**src/rtl/naca4_pkg.sv**
```systemverilog
// shared types, constants and coefficient tables for the naca 4-digit profile evaluator
// no dependencies; used by every module under rtl

package naca4_pkg;

  localparam int FRAC_BITS  = 16;
  localparam int STAGES     = 12;
  localparam int DIV_SHIFT  = 28;
  localparam int X_W        = FRAC_BITS;
  localparam int HALF_LSB   = 1 << (FRAC_BITS - 1);

  typedef enum logic [1:0] {
    CFG_CAMBER    = 2'd0,
    CFG_POSITION  = 2'd1,
    CFG_THICKNESS = 2'd2
  } cfg_index_t;

  localparam logic [3:0] CAMBER_RST    = 4'd2;
  localparam logic [3:0] POSITION_RST  = 4'd4;
  localparam logic [6:0] THICKNESS_RST = 7'd12;

  // thickness polynomial coefficients, scaled by 10000
  localparam int C_SQRT = 2969;
  localparam int C_X    = 1260;
  localparam int C_X2   = 3516;
  localparam int C_X3   = 2843;
  localparam int C_X4   = 1036;

  // divide by 200000 as a shift by 6 then a divide by 3125
  localparam int YT_HALF    = 100000;
  localparam int YT_SHIFT   = 6;
  localparam int YT_DEN     = 3125;
  localparam int YT_RCP     = 85899;
  localparam int YT_MAG_MAX = 204799999;

  typedef struct packed {
    logic [31:0] op;
    logic [15:0] root;
    logic [17:0] rem;
  } sqrt_data_t;

  typedef struct packed {
    logic        neg;
    logic [27:0] mag;
    logic [11:0] den;
    logic [25:0] rcp;
  } rdiv_req_t;

  // 10 k^2
  function automatic logic [11:0] den_ten(input logic [3:0] k);
    logic [11:0] d;
    unique case (k)
      4'd1:    d = 12'd10;
      4'd2:    d = 12'd40;
      4'd3:    d = 12'd90;
      4'd4:    d = 12'd160;
      4'd5:    d = 12'd250;
      4'd6:    d = 12'd360;
      4'd7:    d = 12'd490;
      4'd8:    d = 12'd640;
      4'd9:    d = 12'd810;
      4'd10:   d = 12'd1000;
      4'd11:   d = 12'd1210;
      4'd12:   d = 12'd1440;
      4'd13:   d = 12'd1690;
      4'd14:   d = 12'd1960;
      4'd15:   d = 12'd2250;
      default: d = 12'd10;
    endcase
    return d;
  endfunction

  // floor(2^25 / (10 k^2))
  function automatic logic [22:0] rcp_ten(input logic [3:0] k);
    logic [22:0] r;
    unique case (k)
      4'd1:    r = 23'd3355443;
      4'd2:    r = 23'd838860;
      4'd3:    r = 23'd372827;
      4'd4:    r = 23'd209715;
      4'd5:    r = 23'd134217;
      4'd6:    r = 23'd93206;
      4'd7:    r = 23'd68478;
      4'd8:    r = 23'd52428;
      4'd9:    r = 23'd41425;
      4'd10:   r = 23'd33554;
      4'd11:   r = 23'd27730;
      4'd12:   r = 23'd23301;
      4'd13:   r = 23'd19854;
      4'd14:   r = 23'd17119;
      4'd15:   r = 23'd14913;
      default: r = 23'd3355443;
    endcase
    return r;
  endfunction

  // floor(2^25 / (5 k^2))
  function automatic logic [22:0] rcp_five(input logic [3:0] k);
    logic [22:0] r;
    unique case (k)
      4'd1:    r = 23'd6710886;
      4'd2:    r = 23'd1677721;
      4'd3:    r = 23'd745654;
      4'd4:    r = 23'd419430;
      4'd5:    r = 23'd268435;
      4'd6:    r = 23'd186413;
      4'd7:    r = 23'd136956;
      4'd8:    r = 23'd104857;
      4'd9:    r = 23'd82850;
      4'd10:   r = 23'd67108;
      4'd11:   r = 23'd55461;
      4'd12:   r = 23'd46603;
      4'd13:   r = 23'd39709;
      4'd14:   r = 23'd34239;
      4'd15:   r = 23'd29826;
      default: r = 23'd6710886;
    endcase
    return r;
  endfunction

endpackage

```
**src/rtl/naca4_rdiv.sv**
```systemverilog
// three-stage rounding divider: reciprocal multiply, back multiply, one correction step
// depends on naca4_pkg; the request carries the rounding half already added

module naca4_rdiv (
  input  logic                 clk,
  input  logic                 en,
  input  naca4_pkg::rdiv_req_t req,
  output logic [25:0]          quo,
  output logic                 quo_neg
);

  naca4_pkg::rdiv_req_t req1_r;
  logic [25:0] q0_nxt;
  logic [25:0] q0_r;

  logic [27:0] prod_nxt;
  logic [27:0] prod_r;
  logic [25:0] q0b_r;
  logic [27:0] mag2_r;
  logic [11:0] den2_r;
  logic        neg2_r;

  logic [27:0] rest;
  logic [25:0] quo_nxt;
  logic [25:0] quo_r;
  logic        neg3_r;

  assign q0_nxt   = 26'((54'(req.mag) * 54'(req.rcp)) >> naca4_pkg::DIV_SHIFT);
  assign prod_nxt = 28'(38'(q0_r) * 38'(req1_r.den));
  assign rest     = mag2_r - prod_r;
  assign quo_nxt  = q0b_r + 26'(rest >= 28'(den2_r));

  always_ff @(posedge clk) begin
    if (en) begin
      req1_r <= req;
      q0_r   <= q0_nxt;
      prod_r <= prod_nxt;
      q0b_r  <= q0_r;
      mag2_r <= req1_r.mag;
      den2_r <= req1_r.den;
      neg2_r <= req1_r.neg;
      quo_r  <= quo_nxt;
      neg3_r <= neg2_r;
    end
  end

  assign quo     = quo_r;
  assign quo_neg = neg3_r;

endmodule

```
**config.mk**
```make
export PLATFORM = sky130hd
export DESIGN_NAME = naca4_rdiv
export DESIGN_NICKNAME = d
export VERILOG_FILES = /design/src/rtl/naca4_pkg.sv /design/src/rtl/naca4_rdiv.sv
export SDC_FILE = /design/constraint.sdc
export NUM_CORES = 2
export LEC_CHECK = 0
export ABC_AREA = 1
export BUFFER_PORTS_ARGS = -buffer_cell sky130_fd_sc_hd__buf_2
export CAP_MARGIN = 5
export CORE_MARGIN = 4
export CORE_UTILIZATION = 40
export CTS_CLUSTER_DIAMETER = 30
export CTS_CLUSTER_SIZE = 40
export DETAILED_ROUTE_END_ITERATION = 10
export GPL_TIMING_DRIVEN = 0
export PLACE_DENSITY = 0.53
export SLEW_MARGIN = 30
export SYNTH_ARGS = -nofsm -noshare
export SYNTH_HDL_FRONTEND = slang
export SYNTH_SLANG_ARGS = --single-unit
```
**constraint.sdc**
```tcl
create_clock -name clk -period 8.8 [get_ports clk]
set_input_delay 0.88 -clock clk [delete_from_list [all_inputs] [get_ports clk]]
set_output_delay 0.88 -clock clk [all_outputs]
set_load 0.005 [all_outputs]
```
# [After elaboration in Yosys (flattened, before gate mapping)]
# Index checks and enable logic that the tools add are counted.
[word_totals] regBits=189 input_bits=69 output_inout_bits=27 word_cells=16
[op_classes] add_sub_neg=2 multipliers=2 n_lt_le_gt_ge=1
[op_table] operator="$mul 28x26->54" n=1
[op_table] operator="$ge 28x12->1" n=1
[op_table] operator="$mul 26x12->28" n=1
[op_table] operator="$sub 28x28->28" n=1
[op_table] operator="$add 26x1->26" n=1

# [Logic depth before layout (Yosys ltp)]
[depth] depth_word=3 depth_mapped=39 ltp_nobuf=39

# [Worst setup path after synthesis]
# No wires, ideal clock.
[synth_timing] path_type="input port to flip-flop" startpoint="input port req[11] in the netlist's numbering" endpoint="register q0_r[25] (data pin)" setup_time_ns=0.262 arrival_time_ns=6.678 required_time_ns=8.538 path_slack_ns=1.859 cell_stages=25 n_path_buf=2 cell_sequence="clkbuf_1 clkbuf_1 nand2_1 fa_1 inv_1 fa_1 inv_1 fa_1 inv_1 fa_1 fa_1 fa_1 inv_1 fa_1 inv_1 ha_1 nand2_1 nor2_1 inv_1 nor4_1 nand3_1 o2111ai_1 a21o_1 a21oi_1 xor2_1"
[synth_between] elab_chain_cells=1
[synth_lines] element="from (decl)" line_no="naca4_rdiv.sv:7" text="input naca4_pkg::rdiv_req_t req,"
[synth_lines] element="$mul 28x26->54" line_no="naca4_rdiv.sv:28" text="assign q0_nxt = 26'((54'(req.mag) * 54'(req.rcp)) >> naca4_pkg::DIV_SHIFT);"
[synth_lines] element="named net q0_nxt[25]" line_no="naca4_rdiv.sv:13" text="logic [25:0] q0_nxt;"
[synth_lines] element="to (signal assigned)" line_no="naca4_rdiv.sv:36" text="q0_r <= q0_nxt;"
[synth_lines] element="to (decl)" line_no="naca4_rdiv.sv:14" text="logic [25:0] q0_r;"
# The timed path passes the listed nets, and every way through them passes these cells.
# A chain may end at the register's enable or synchronous reset.

# [Worst setup path after layout]
[layout_timing] startpoint="input port req[54] in the netlist's numbering" endpoint="register q0_r[13] (data pin)"
# The elaborated chain is that of the path after synthesis.

==> qor.txt <==
fraction of registers with async set/reset: 0%
RSZ-0062 raised after global routing: false
Worst Setup Start Kind: input pin
Die ar.: 103,000 µm²
Final Cell Area: 41,900 µm²
first-pass GRT wire length: 191,000 µm
Crit path top cell by count: fa_1
final setup fails: 0
H-tree levels: 4
postcts setup bufs: 0
syn nets: 5,766
TritonCTS clock tree: built
CP max FO: 10
gpl congestion: 0.951
Placed Cells: 5,948
DRT Wirelength: 125,000 µm
Clk Tree Root Cell: clkbuf_16
die height: 321 µm
post-synth top area cell: fa_1
Synth Cell Area: 39,200 µm²
post-synth top area share: 41.8%
slowest CP cell: clkbuf_1
placed wire-length estimate: 104,000 µm
f_max: 118 MHz
worst slew pin tran: 1090 ps
cell row count: 114
via count: 29.3k
#FFs+latches synth: 189
Yosys cell types: 43
worst hold path type: reg -> reg
I/O pin count: 96
initial antenna violation count: 4
final hold vios: 0
drt initial violations: 2,081
I/O Buffers: 69
Setup CP Type: in -> reg
Most used DFF post-synth: edfxtp_1
syn_area_per_cell: 8.53 µm²
reg2reg start: req1_r[34]
nets@finish: 5,855
hold wc startpoint: req1_r[53]
Critical Path RT: 9010 ps
Layout Cells excl Fill: 5,982
CP peak stage delay: 790 ps
Post-Synthesis Cells: 4,601
Syn-to-layout area delta: 6.80%
Tmin final: 8490 ps
chip width: 321 µm
# clock sinks: 189
period utilization: 96.5%
total congestion overflow: 0
Post-DP Area: 41,200 µm²
max_slew headroom: 27.0%
element type at the critical path end: flip-flop
clock insertion delay at the later pin of the skew report: 460 ps
Crit. Startpoint: req[54]
Fin Setup TNS: 0 ps
largest net degree at the start of global routing: 90
vias in the first global route: 31.1k
Ys Warns: 0
Max Slew Vio Count: 0
CP arrival: 8710 ps
sequential element share of the synthesized area: 14.5%
layout cell share with drive strength beyond 1: 2.79%
dominant cells by area after synthesis: fa_1, edfxtp_1, inv_1
drt first pass iters: 5
Tot GR Track Use: 24.8%
Core ar.: 97,000 µm²
clock slew at reported path FFs: 80 ps
max cap viols: 0
CTS hold repair buffers: 0
final antenna-violating net count: 0
post_cts resized: 0
initial core utilization: 40.4%
skew final: 17.9 ps
Post-synth EDFFs: 189
# DRC: 0
drt wl/cell: 20.8 µm
clk buf depth: 2
Num CTS Buffers: 17
status: completed
vias per cell: 4.90
[cell families (layout without fill, tap and decap cells)]
family                     Yosys count  after routing  synth area share [%]
AOI/OAI and AO/OA                  266            266                  3.78
xor gates and xnor gates           111            111                  2.48
adders and majority gates         1096           1096                  50.7
buffers and inverters             1611           1713                  15.4
DFF                                189            189                  14.5
other                                0              3                     0
and+or+nand+nor                   1328           1328                  13.2
[worst max-delay path: cells and delay by family]
| kind | cells | cell delay (ps) |
|---|---|---|
| AOI/OAI and AO/OA | 4 | 830 |
| xor gates and xnor gates | 1 | 150 |
| adders and majority gates | 8 | 4050 |
| buffers and inverters | 8 | 1820 |
| and+or+nand+nor | 5 | 950 |
[sequential cells by signal, indices dropped and copies added, names as in the netlist]
| signal | cells |
|---|---|
| neg2_r | 1 |
| q0b_r | 26 |
| den2_r | 12 |
| quo | 26 |
| req1_r | 41 |
| prod_r | 28 |
| q0_r | 26 |
| quo_neg | 1 |
| mag2_r | 28 |
[cells in the mapped netlist, types with 6 or more instances]
library cell / count
inv_1: 1400
nand2_1: 1161
fa_1: 820
ha_1: 276
edfxtp_1: 189
clkbuf_1: 180
a21oi_1: 135
nor2_1: 99
xor2_1: 70
o21ai_0: 65
xnor2_1: 41
buf_1: 28
nand3_1: 23
nand4_1: 14
a31oi_1: 13
nor3_1: 11
o21bai_1: 8
o21a_1: 7
o2111ai_1: 6
o211ai_1: 6
[routing by layer]
metal	track usage [%]	wire length, µm	vias up
li1	-	-	13307
met1	33.4	51800	14681
met2	41.0	57800	1126
met3	4.69	10400	186
met4	7.74	4660	0
met5	0	0	-
[per-stage QoR]
step | worst slack (ps) | hold slack [ps] | util (%)
floorplan | 1860 | 400 | -
global placement | -366 | 401 | 42.4
detailed placement | -182 | 405 | 42.5
CTS | 310 | 414 | 43.2
global route | 21.3 | 417 | 43.2
finish | 309 | 411 | 43.2
[area by class of cell]
type / instances / area, µm²
Sequential cell: 189 / 5680
Multi-Input combinational cell: 2801 / 27500
Fill cell: 9832 / 55100
Tap cell: 1276 / 1600
Buffer: 210 / 807
Timing Repair Buffer: 71 / 410
Inverter: 1400 / 5260
Clock inverter: 15 / 216
Antenna cell: 3 / 7.51
Clock buffer: 17 / 425
[path summary, 6_finish.rpt]
check	endpoint	slack [ps]	cells after the start
worst min-delay path	mag2_r[15]	410	0
worst max-delay path	q0_r[13]	310	26
worst max register to register	prod_r[26]	2140	20
worst min register to register	mag2_r[15]	410	0
[layout by cell type (no fill, tap or decap), types with 3 or more instances in the layout]
cell type / synthesis / routed
o21a_1: 7 / 7
nor2_1: 99 / 99
a21boi_0: 4 / 4
a31oi_1: 13 / 13
o21ai_1: 5 / 5
buf_2: 3 / 71
ha_1: 276 / 276
o31ai_1: 5 / 5
a21o_1: 5 / 5
clkbuf_2: 0 / 12
xnor2_1: 41 / 41
buf_1: 28 / 27
inv_1: 1400 / 1400
a21oi_1: 135 / 135
diode_2: 0 / 3
clkinv_8: 0 / 7
o21ai_0: 65 / 65
nand2_1: 1161 / 1161
o211ai_1: 6 / 6
o21bai_1: 8 / 8
nor4_1: 4 / 4
nand3_1: 23 / 23
fa_1: 820 / 820
clkbuf_16: 0 / 17
nand4_1: 14 / 14
edfxtp_1: 189 / 189
nor3_1: 11 / 11
or2_2: 3 / 3
xor2_1: 70 / 70
o2111ai_1: 6 / 6
clkbuf_1: 180 / 168
Power is not shown: default switching activity piles up to over one toggle a cycle in this logic, so the estimate is an artifact.
