File: src/rtl/naca4_pkg.sv
// shared types, constants and coefficient tables for the naca 4-digit profile evaluator
// no dependencies; used by every module under rtl

package naca4_pkg;

  localparam int FRAC_BITS  = 16;
  localparam int STAGES     = 12;
  localparam int DIV_SHIFT  = 28;
  localparam int X_W        = FRAC_BITS;
  localparam int HALF_LSB   = 1 << (FRAC_BITS - 1);

  typedef enum logic [1:0] {
    CFG_CAMBER    = 2'd0,
    CFG_POSITION  = 2'd1,
    CFG_THICKNESS = 2'd2
  } cfg_index_t;

  localparam logic [3:0] CAMBER_RST    = 4'd2;
  localparam logic [3:0] POSITION_RST  = 4'd4;
  localparam logic [6:0] THICKNESS_RST = 7'd12;

  // thickness polynomial coefficients, scaled by 10000
  localparam int C_SQRT = 2969;
  localparam int C_X    = 1260;
  localparam int C_X2   = 3516;
  localparam int C_X3   = 2843;
  localparam int C_X4   = 1036;

  // divide by 200000 as a shift by 6 then a divide by 3125
  localparam int YT_HALF    = 100000;
  localparam int YT_SHIFT   = 6;
  localparam int YT_DEN     = 3125;
  localparam int YT_RCP     = 85899;
  localparam int YT_MAG_MAX = 204799999;

  typedef struct packed {
    logic [31:0] op;
    logic [15:0] root;
    logic [17:0] rem;
  } sqrt_data_t;

  typedef struct packed {
    logic        neg;
    logic [27:0] mag;
    logic [11:0] den;
    logic [25:0] rcp;
  } rdiv_req_t;

  // 10 k^2
  function automatic logic [11:0] den_ten(input logic [3:0] k);
    logic [11:0] d;
    unique case (k)
      4'd1:    d = 12'd10;
      4'd2:    d = 12'd40;
      4'd3:    d = 12'd90;
      4'd4:    d = 12'd160;
      4'd5:    d = 12'd250;
      4'd6:    d = 12'd360;
      4'd7:    d = 12'd490;
      4'd8:    d = 12'd640;
      4'd9:    d = 12'd810;
      4'd10:   d = 12'd1000;
      4'd11:   d = 12'd1210;
      4'd12:   d = 12'd1440;
      4'd13:   d = 12'd1690;
      4'd14:   d = 12'd1960;
      4'd15:   d = 12'd2250;
      default: d = 12'd10;
    endcase
    return d;
  endfunction

  // floor(2^25 / (10 k^2))
  function automatic logic [22:0] rcp_ten(input logic [3:0] k);
    logic [22:0] r;
    unique case (k)
      4'd1:    r = 23'd3355443;
      4'd2:    r = 23'd838860;
      4'd3:    r = 23'd372827;
      4'd4:    r = 23'd209715;
      4'd5:    r = 23'd134217;
      4'd6:    r = 23'd93206;
      4'd7:    r = 23'd68478;
      4'd8:    r = 23'd52428;
      4'd9:    r = 23'd41425;
      4'd10:   r = 23'd33554;
      4'd11:   r = 23'd27730;
      4'd12:   r = 23'd23301;
      4'd13:   r = 23'd19854;
      4'd14:   r = 23'd17119;
      4'd15:   r = 23'd14913;
      default: r = 23'd3355443;
    endcase
    return r;
  endfunction

  // floor(2^25 / (5 k^2))
  function automatic logic [22:0] rcp_five(input logic [3:0] k);
    logic [22:0] r;
    unique case (k)
      4'd1:    r = 23'd6710886;
      4'd2:    r = 23'd1677721;
      4'd3:    r = 23'd745654;
      4'd4:    r = 23'd419430;
      4'd5:    r = 23'd268435;
      4'd6:    r = 23'd186413;
      4'd7:    r = 23'd136956;
      4'd8:    r = 23'd104857;
      4'd9:    r = 23'd82850;
      4'd10:   r = 23'd67108;
      4'd11:   r = 23'd55461;
      4'd12:   r = 23'd46603;
      4'd13:   r = 23'd39709;
      4'd14:   r = 23'd34239;
      4'd15:   r = 23'd29826;
      default: r = 23'd6710886;
    endcase
    return r;
  endfunction

endpackage

File: src/rtl/naca4_sqrt_step.sv
// one registered stage of the restoring square root, four result bits per stage
// depends on naca4_pkg

module naca4_sqrt_step (
  input  logic                  clk,
  input  logic                  en,
  input  naca4_pkg::sqrt_data_t d_in,
  output naca4_pkg::sqrt_data_t d_out
);

  naca4_pkg::sqrt_data_t d_nxt;
  naca4_pkg::sqrt_data_t d_r;
  logic [19:0] rem_w;
  logic [19:0] acc;
  logic [19:0] trial;

  always_comb begin
    d_nxt = d_in;
    rem_w = 20'(d_in.rem);
    acc   = '0;
    trial = '0;
    for (int i = 0; i < 4; i++) begin
      acc   = {rem_w[17:0], d_nxt.op[31:30]};
      trial = {2'b00, d_nxt.root, 2'b01};
      if (acc >= trial) begin
        rem_w      = acc - trial;
        d_nxt.root = {d_nxt.root[14:0], 1'b1};
      end else begin
        rem_w      = acc;
        d_nxt.root = {d_nxt.root[14:0], 1'b0};
      end
      d_nxt.op = {d_nxt.op[29:0], 2'b00};
    end
    d_nxt.rem = rem_w[17:0];
  end

  always_ff @(posedge clk) begin
    if (en) begin
      d_r <= d_nxt;
    end
  end

  assign d_out = d_r;

endmodule

File: config.mk
export PLATFORM = sky130hd
export DESIGN_NAME = naca4_sqrt_step
export DESIGN_NICKNAME = d
export VERILOG_FILES = /design/src/rtl/naca4_pkg.sv /design/src/rtl/naca4_sqrt_step.sv
export SDC_FILE = /design/constraint.sdc
export NUM_CORES = 1
export LEC_CHECK = 0
export ABC_AREA = 1
export BUFFER_PORTS_ARGS = -buffer_cell sky130_fd_sc_hd__clkbuf_2
export CORE_MARGIN = 4
export CORE_UTILIZATION = 35
export DETAILED_ROUTE_END_ITERATION = 8
export GPL_TIMING_DRIVEN = 0
export PLACE_DENSITY = 0.64
export SLEW_MARGIN = 20
export SYNTH_ARGS = -nofsm -noshare
export SYNTH_HDL_FRONTEND = slang
export SYNTH_SLANG_ARGS = --single-unit
File: constraint.sdc
create_clock -name clk -period 23.4 [get_ports clk]
set_input_delay 4.68 -clock clk [delete_from_list [all_inputs] [get_ports clk]]
set_output_delay 4.68 -clock clk [all_outputs]
set_load 0.05 [all_outputs]
## Yosys cells after proc, flatten, opt, wreduce, memory -nomap -nowiden

Cells that the tools add are included.

| word-level totals | value |
|---|---|
| register bits | 58 |
| input bits | 68 |
| word-level logic and storage cells | 19 |

| cells by class | value |
|---|---|
| $add $sub $neg | 4 |
| order comparisons | 4 |
| mux-type cells | 8 |

Operators by type and width:

| operator | number |
|---|---|
| $ge A20 B18 Y1 | 4 |
| $mux W18 | 4 |
| $sub A18 B18 Y18 | 4 |
| $mux W1 | 4 |

## Longest topological paths before layout

Gate-level depths: netlist of the first run.

| depth | value |
|---|---|
| depth in word-level cells | 8 |
| mapped depth | 61 |
| gate-level depth less buffers | 57 |

## Least setup slack after synthesis of the first run

OpenSTA, ideal clock, no wires.

| path | value |
|---|---|
| path kind | input-to-reg |
| start | input port d_in[18] (netlist bit) |
| end | register d_r, in the netlist d_out[16] (data pin) |
| library setup time | 253 ps |
| arrival | 11297 ps |
| data required time | 23147 ps |
| setup slack | 11850 ps |
| stages | 58 |
| cell sequence | inv_1 ha_1 nand2_1 a21oi_2 nand2_1 nand3_2 nand2_4 nand2_4 buf_4 inv_1 clkbuf_1 nand2_1 o21ai_0 ha_1 nand2_1 nor2_1 nand2_1 nor3_1 [22 not listed] clkbuf_1 o21ai_0 inv_1 ha_1 nand2_1 nor3_1 inv_1 nor2_1 nand4_1 o21bai_2 inv_1 nor2_1 nor2_2 nand2_4 inv_6 buf_12 nand2_1 nand2_1 |

RTL lines:

| element | line | RTL |
|---|---|---|
| start: declaration | naca4_sqrt_step.sv:7 | `input naca4_pkg::sqrt_data_t d_in,` |
| end signal: assignment | naca4_sqrt_step.sv:39 | `d_r <= d_nxt;` |
| end: declaration | naca4_sqrt_step.sv:12 | `naca4_pkg::sqrt_data_t d_r;` |

==> results of run 1 <==
path summary, 6_finish.rpt:
path | start | to | slack (ns) | cells after the start
setup / recovery | d_in[27] | d_out[15] | 9.99 | 61
hold / removal | d_in[51] | d_out[59] | 4.53 | 1
cell usage after synthesis, types with 5 or more instances:
library cell / n
nand3b_1: 10
a21oi_1: 62
a31oi_1: 6
nor2_1: 48
nand3_2: 8
buf_4: 9
xnor2_1: 21
nand4_1: 7
ha_1: 72
nand2_1: 253
clkbuf_1: 5
o21ai_0: 60
nand2_2: 18
nand2_4: 10
inv_1: 101
nor3_1: 14
xor2_1: 27
edfxtp_1: 58
nand3_1: 45
o21ai_1: 10
layout by cell type, fill, tap and decap left out, types with 9 or more instances in the layout:
cell type and instances:
inv_1 101, buf_4 9, clkbuf_16 9, nor2_1 48, xnor2_1 21, nor3_1 14, xor2_1 27, nand2_1 253
a21oi_1 62, nand3_1 45, o21ai_0 60, clkbuf_2 124, ha_1 72, o21ai_1 10, edfxtp_1 58, nand3b_1 10
nand2_2 18, nand2_4 10
final cells by class:
| class | count | area [sq um] | share of cell area [%] |
|---|---|---|---|
| clock inverter | 7 | 45.0 | 0.587 |
| tap | 229 | 287 | 3.73 |
| multi-input combinational | 716 | 4190 | 54.6 |
| clock buffer | 9 | 225 | 2.93 |
| timing repair buffer | 125 | 628 | 8.18 |
| sequential | 58 | 1740 | 22.7 |
| inverter | 109 | 415 | 5.41 |
| buffer | 19 | 145 | 1.89 |
stage by stage:
step / instances / util [%] / worst slack [ns] / power, uW / instance area (sq um)
floorplan: 902 / - / 11.85 / 815 / 6490
global placement: 1256 / 40.9 / 9.76 / 986 / 7400
detailed placement: 1256 / 40.9 / 9.76 / 992 / 7400
CTS: 1272 / 42.4 / 10.07 / 1110 / 7670
global route: 1272 / 42.4 / 8.99 / 1220 / 7670
finish: 1272 / 42.4 / 9.99 / 1110 / 7670
power groups by stage:
stage / sequential [uW] / combinational (uW) / clock (uW)
2_1_floorplan: 258 / 557 / 0
3_3_place_gp: 172 / 814 / 0
4_1_cts: 171 / 823 / 120
3_5_place_dp: 173 / 819 / 0
6_report: 171 / 827 / 116
5_1_grt: 174 / 922 / 124
metal layers:
layer / global-route usage (%) / routed length [microns] / up-vias
met4: 3.96 / 242 / 0
met3: 2.03 / 1080 / 18
met5: 0 / 0 / -
met1: 23.1 / 8400 / 2848
met2: 30.2 / 8450 / 198
li1: - / - / 3268
kinds of logic after synthesis:
kind of cell,count (synthesis),synth area share (%)
flip-flops,58,26.9
other,1,0.0580
XOR/XNOR,48,6.50
AND/OR/NAND/NOR,429,30.5
AO/OA/AOI/OAI,159,13.4
adder cells (fa/ha/maj),72,13.9
buffers and inverters,128,8.67
==> summary.md, run 1 <==
| Metric | Value |
|---|---|
| Status | `finished clean` |
| Crit path kind | `input port to register` |
| Internal power | `514 uW` |
| Yosys top cell area share | `26.9%` |
| Top cell by count, worst path | `nand2_1` |
| DRC viols | `0` |
| Seq pwr share | `15.4%` |
| Syn Area/Cell | `7.22 sq um` |
| Drt first pass iters | `5` |
| Max reg flops | `58` |
| Startpoint types | `input port` |
| Post-route setup TNS | `0 ns` |
| Warnings, synthesis | `0` |
| Die Ht | `144 microns` |
| Setup-failing EPs final | `0` |
| Largest net degree at the start of global routing | `59` |
| GRT overflow | `0` |
| CP max stage delay | `0.59 ns` |
| Total CTS buffers | `9` |
| Switch share | `53.8%` |
| Row cnt | `49` |
| Fin. max-slew vios | `0` |
| Core area | `18100 sq um` |
| Slowest cell on crit path | `clkbuf_1` |
| P_sw | `599 uW` |
| Instance count of the mapped netlist | `895` |
| Crit path DAT | `13.48 ns` |
| Num ports | `134` |
| Port Buffers | `125` |
| Final Cycle Share | `57.3%` |
| Clock sinks | `58` |
| Die W | `144 microns` |
| Synth Register Bits | `58` |
| Via Count | `6332` |
| CP max FO | `12` |
| Die footprint | `20700 sq um` |
| Clock transition at path regs | `0.05 ns` |
| Initial antenna violation count | `0` |
| Postcts setup bufs | `0` |
| Share of layout cells above drive strength 1 | `20.0%` |
| Power density over the cells | `145 nW/um^2` |
| CTS root buf | `clkbuf_16` |
| GP Congestion | `0.942` |
| Async set or reset register ratio after synthesis | `0%` |
| Cell area after synthesis | `6460 sq um` |
| Gate power share | `74.2%` |
| Routed len/inst | `14.3 microns` |
| Clock tree buffer depth | `2` |
| Final HPWL DP | `15.3 mm` |
| Clk pwr share | `10.4%` |
| Via-per-instance ratio | `4.98` |
| Area grow syn2layout | `18.7%` |
| Initial Utilization | `35.7%` |
| Leak | `0.00386 uW` |
| Net count, final | `1178` |
| HP Class | `input port to register` |
| CTS resizes | `0` |
| Worst slew margin | `47.8%` |
| CTS tree | `done` |
| Max-cap viol count | `0` |
| GRT Util Overall | `17.4%` |
| Cell family with most CP delay | `simple AND/OR/NAND/NOR gates` |
| Synth area leaders | `edfxtp_1 27%, nand2_1 15%, ha_1 14%` |
| Top FF cell, synth | `edfxtp_1` |
| Worst-Margin Slew | `0.784 ns` |
| Unrepaired setup endpoints after global routing | `no` |
| FILL cells | `1866` |
| Worst path bufs/invs | `18` |
| Hold Vio Cnt, Final | `0` |
| Post-cts hold buffer count | `0` |
| Final wirelength | `18.2 mm` |
| Max IR drop VDD | `63.1 uV` |
| CP Capture Type | `register` |
| Final min period | `13.41 ns` |
| Post-synth EDFFs | `58` |
| Worst Path Required | `23.47 ns` |
| Final ANT Viol Nets | `0` |
| Maximum operating frequency | `74.6 MHz` |
| H-tree depth | `3` |
| Ant diodes | `0` |
| Worst hold slack | `4.53 ns` |
| Vias in the first global route | `6016` |
| Synth area leader | `edfxtp_1` |
| Synth unique cells | `45` |
| DRT iter0 DRCs | `404` |
| First-pass GRT wire length | `29.2 mm` |
| Seq/Total Area, Yosys | `26.9%` |
Note: power is estimated with default switching activity, not from simulation.
==> run 2: changes to the inputs <==
--- a/config.mk
+++ b/config.mk
@@ -5,7 +5,7 @@
 export SDC_FILE = /design/constraint.sdc
 export NUM_CORES = 1
 export LEC_CHECK = 0
-export ABC_AREA = 1
+export ABC_AREA = 0
 export BUFFER_PORTS_ARGS = -buffer_cell sky130_fd_sc_hd__clkbuf_2
 export CORE_MARGIN = 4
 export CORE_UTILIZATION = 35
==> constraint.sdc (replaced) <==
create_clock -name clk -period 13.1 [get_ports clk]
set_input_delay 2.62 -clock clk [delete_from_list [all_inputs] [get_ports clk]]
set_output_delay 2.62 -clock clk [all_outputs]
set_load 0.05 [all_outputs]
==> run 2 against run 1 <==
  * Global-route usage is 1.1 points higher
  * Count of clock-buffer cells in the layout did not move
  * Total power increased by 100%
  * Clock power is 92% higher
  * Sequential share of layout area is 1.7 points lower
  * Setup slack got worse by 9.7 ns
  * Largest cell class unchanged
==> summary.md, run 2 <==
| Metric | Value |
|---|---|
| Die W | `143 microns (-0.49%)` |
| Post-synth EDFFs | `58 (unchanged)` |
| DRC viols | `0 (unchanged)` |
| Most numerous cell in the Yosys netlist | `nand2_1` |
| Fin. max-slew vios | `0 (unchanged)` |
| Vias in the first global route | `5840 (-2.9%)` |
| Status | `finished clean` |
| Final wirelength | `19.7 mm (+8.4%)` |
| Worst path bufs/invs | `8 (-10)` |
| Ant diodes | `0 (unchanged)` |
| Synth Register Bits | `58 (unchanged)` |
| Cell family with most CP delay | `compound AO/OA/AOI/OAI gates` |
| Die Ht | `143 microns (-0.49%)` |
| Final Cycle Share | `97.8%` |
| HP Class | `input port to register` |
| Worst slew margin | `40.8% (-7.0 points)` |
| Clock transition at path regs | `0.05 ns (about the same)` |
| Commonest cells after routing, fill and taps aside | `124 x clkbuf_2, 76 x nand2_1, 65 x ha_1, 58 x edfxtp_1, 54 x nor2_1` |
| Min-Delay Endpoint | `d_out[63]` |
| Hold Vio Cnt, Final | `0 (unchanged)` |
| Max reg flops | `58 (unchanged)` |
| Net count, final | `1071 (-9.1%)` |
| Seq/Total Area, Yosys | `27.2% (+0.28 points)` |
| CP max FO | `12 (unchanged)` |
| Final min period | `12.81 ns` |
| Via Count | `6427 (+1.5%)` |
| Total CTS buffers | `9 (unchanged)` |
| Final ANT Viol Nets | `0 (unchanged)` |
| Worst-Margin Slew | `0.876 ns (+0.0923 ns)` |
| Die footprint | `20500 sq um (-0.98%)` |
| H-tree depth | `3 (unchanged)` |
| Initial Utilization | `35.6% (-0.13 points)` |
| Dpl cells | `1111 (-12%)` |
| DRT iter0 DRCs | `549 (+36%)` |
| Cell area after synthesis | `6400 sq um (-1.0%)` |
| Core area | `18000 sq um (-0.68%)` |
| Crit path kind | `input port to register` |
| CTS root buf | `clkbuf_16` |
| Warnings, synthesis | `0 (unchanged)` |
| Top cell by count, worst path | `nand2_1` |
| Num ports | `134 (unchanged)` |
| Final HPWL DP | `15.3 mm (+0.35%)` |
| Initial antenna violation count | `0 (unchanged)` |
| Crit path DAT | `12.89 ns (-0.59 ns)` |
| CTS tree | `done` |
| GRT overflow | `0 (unchanged)` |
| Power density over the cells | `274 nW/um^2 (+89%)` |
| Instance count of the mapped netlist | `749 (-16%)` |
| Max IR drop VDD | `147 uV (+130%)` |
| Top FF cell, synth | `edfxtp_1` |
| Synth area leader | `edfxtp_1` |
| Startpoint types | `input port` |
| CP max stage delay | `0.51 ns (-0.08 ns)` |
| Via-per-instance ratio | `5.53 (+11%)` |
| Area grow syn2layout | `29.6%` |
| Yosys top cell area share | `27.2% (+0.28 points)` |
| FF+latch area | `1740 sq um (unchanged)` |
| GRT Util Overall | `18.5% (+1.1 points)` |
| Drt first pass iters | `5 (unchanged)` |
| Maximum operating frequency | `78.1 MHz` |
| Setup-failing EPs final | `0 (unchanged)` |
| Commonest non-fill, non-tap cell in the layout | `clkbuf_2` |
| Clock sinks | `58 (unchanged)` |
| Largest net degree at the start of global routing | `47 (-20%)` |
| Top post-synthesis cells by count | `77 x nand2_1, 72 x ha_1, 61 x a21oi_1, 58 x edfxtp_1, 55 x nor2_1` |
| First-pass GRT wire length | `30.0 mm (+2.9%)` |
| Port Buffers | `125 (unchanged)` |
| Worst Hold Depth | `1 (unchanged)` |
| Final core occ | `46.2% (+3.7 points)` |
| Routed len/inst | `16.9 microns (+19%)` |
| Leak | `0.00374 uW (-3.2%)` |
| Min-delay src | `d_in[55]` |
| Row cnt | `49 (unchanged)` |
| Synth area leaders | `edfxtp_1 27%, ha_1 14%, xnor2_1 5.8%` |
| Clock tree buffer depth | `2 (unchanged)` |
| Async set or reset register ratio after synthesis | `0% (unchanged)` |
| Syn Area/Cell | `8.54 sq um (+18%)` |
| Worst Path Required | `13.18 ns (-10.29 ns)` |
| CP Capture Type | `register` |
| GP Congestion | `0.937 (-0.50%)` |
| Max-cap viol count | `0 (unchanged)` |
| Slowest cell on crit path | `a2111oi_4` |
| Share of layout cells above drive strength 1 | `28.9% (+8.9 points)` |
| FILL cells | `1794 (-3.9%)` |
| Final cell count without fillers | `1163 (-8.6%)` |
| Synth unique cells | `70 (+56%)` |
| Area of the multi-input gates | `4620 sq um (+10%)` |
run 2: cell types whose count changed in the layout (fill, tap and decap cells not counted), sizes merged, moves of 14 or more:
cell   change
xnor2     +21
xor2      -14
buf       +40
o21ai     -23
nand3     -31
inv       -52
nand2    -204
a21o      +18
mux2      +16
run 2: report_power, final:
part	leakage (uW)	internal, uW	switching, uW
clock network	0.000136	143	80.3
registers	0.000569	300	9.71
logic	0.00303	720	1020
run 2: per-layer routing:
layer	vias up	global-route usage, %	part of all wire (%)
li1	3160	-	-
met1	3025	23.4	43
met2	214	31.1	48
met3	28	3.62	6.9
met4	0	7.35	2.5
met5	-	0	0
run 2: metrics by stage:
stage	hold slack (ns)	total power, uW	area, sq um	TNS (ns)	setup slack [ns]
after floorplan	2.72	1500	6420	0	0.788
after global placement	2.80	1790	7330	-39.29	-2.14
after detailed placement	2.80	1810	7360	-40.70	-2.21
after CTS	2.44	2090	7770	0	0.0175
after global routing	2.44	2450	8290	-0.649	-0.113
final	2.45	2270	8290	0	0.290
run 2: final cells by class:
class,instances,area share (%)
buffer,21,2.16
tap,229,3.46
clock inverter,5,0.573
inverter,56,2.66
sequential,58,21.0
multi-input combinational,619,55.7
timing repair inverter,1,0.0906
timing repair buffer,165,11.7
clock buffer,9,2.72
run 2: how the worst max path moves through the flow:
stage,startpoint,to,depth (start not counted)
2_1_floorplan,d_in[29],d_out[5],44
3_3_place_gp,d_in[23],d_out[13],44
3_5_place_dp,d_in[23],d_out[2],45
4_1_cts,d_in[28],d_out[9],49
5_1_grt,d_in[29],d_out[5],47
6_report,d_in[23],d_out[5],46
run 2: kinds of logic (layout without fill, tap and decap cells):
logic type      count (synthesis)  count (layout)  synth area share (%)
compound gates                237             237                  25.4
xor+xnor                       55              55                  7.53
fa+ha+maj                      72              72                  14.1
buf+inv                        79             257                  5.18
flops                          58              58                  27.2
mux                            21              21                  3.60
other cells                     1               8                0.0586
simple gates                  226             226                  16.9
run 2: repair_timing:
action,CTS,global route
gates cloned,0,2
buffers inserted,5,33
setup endpoints to repair,19,19
gates resized for setup,30,63
pin swaps,4,17
hold buffers,0,0
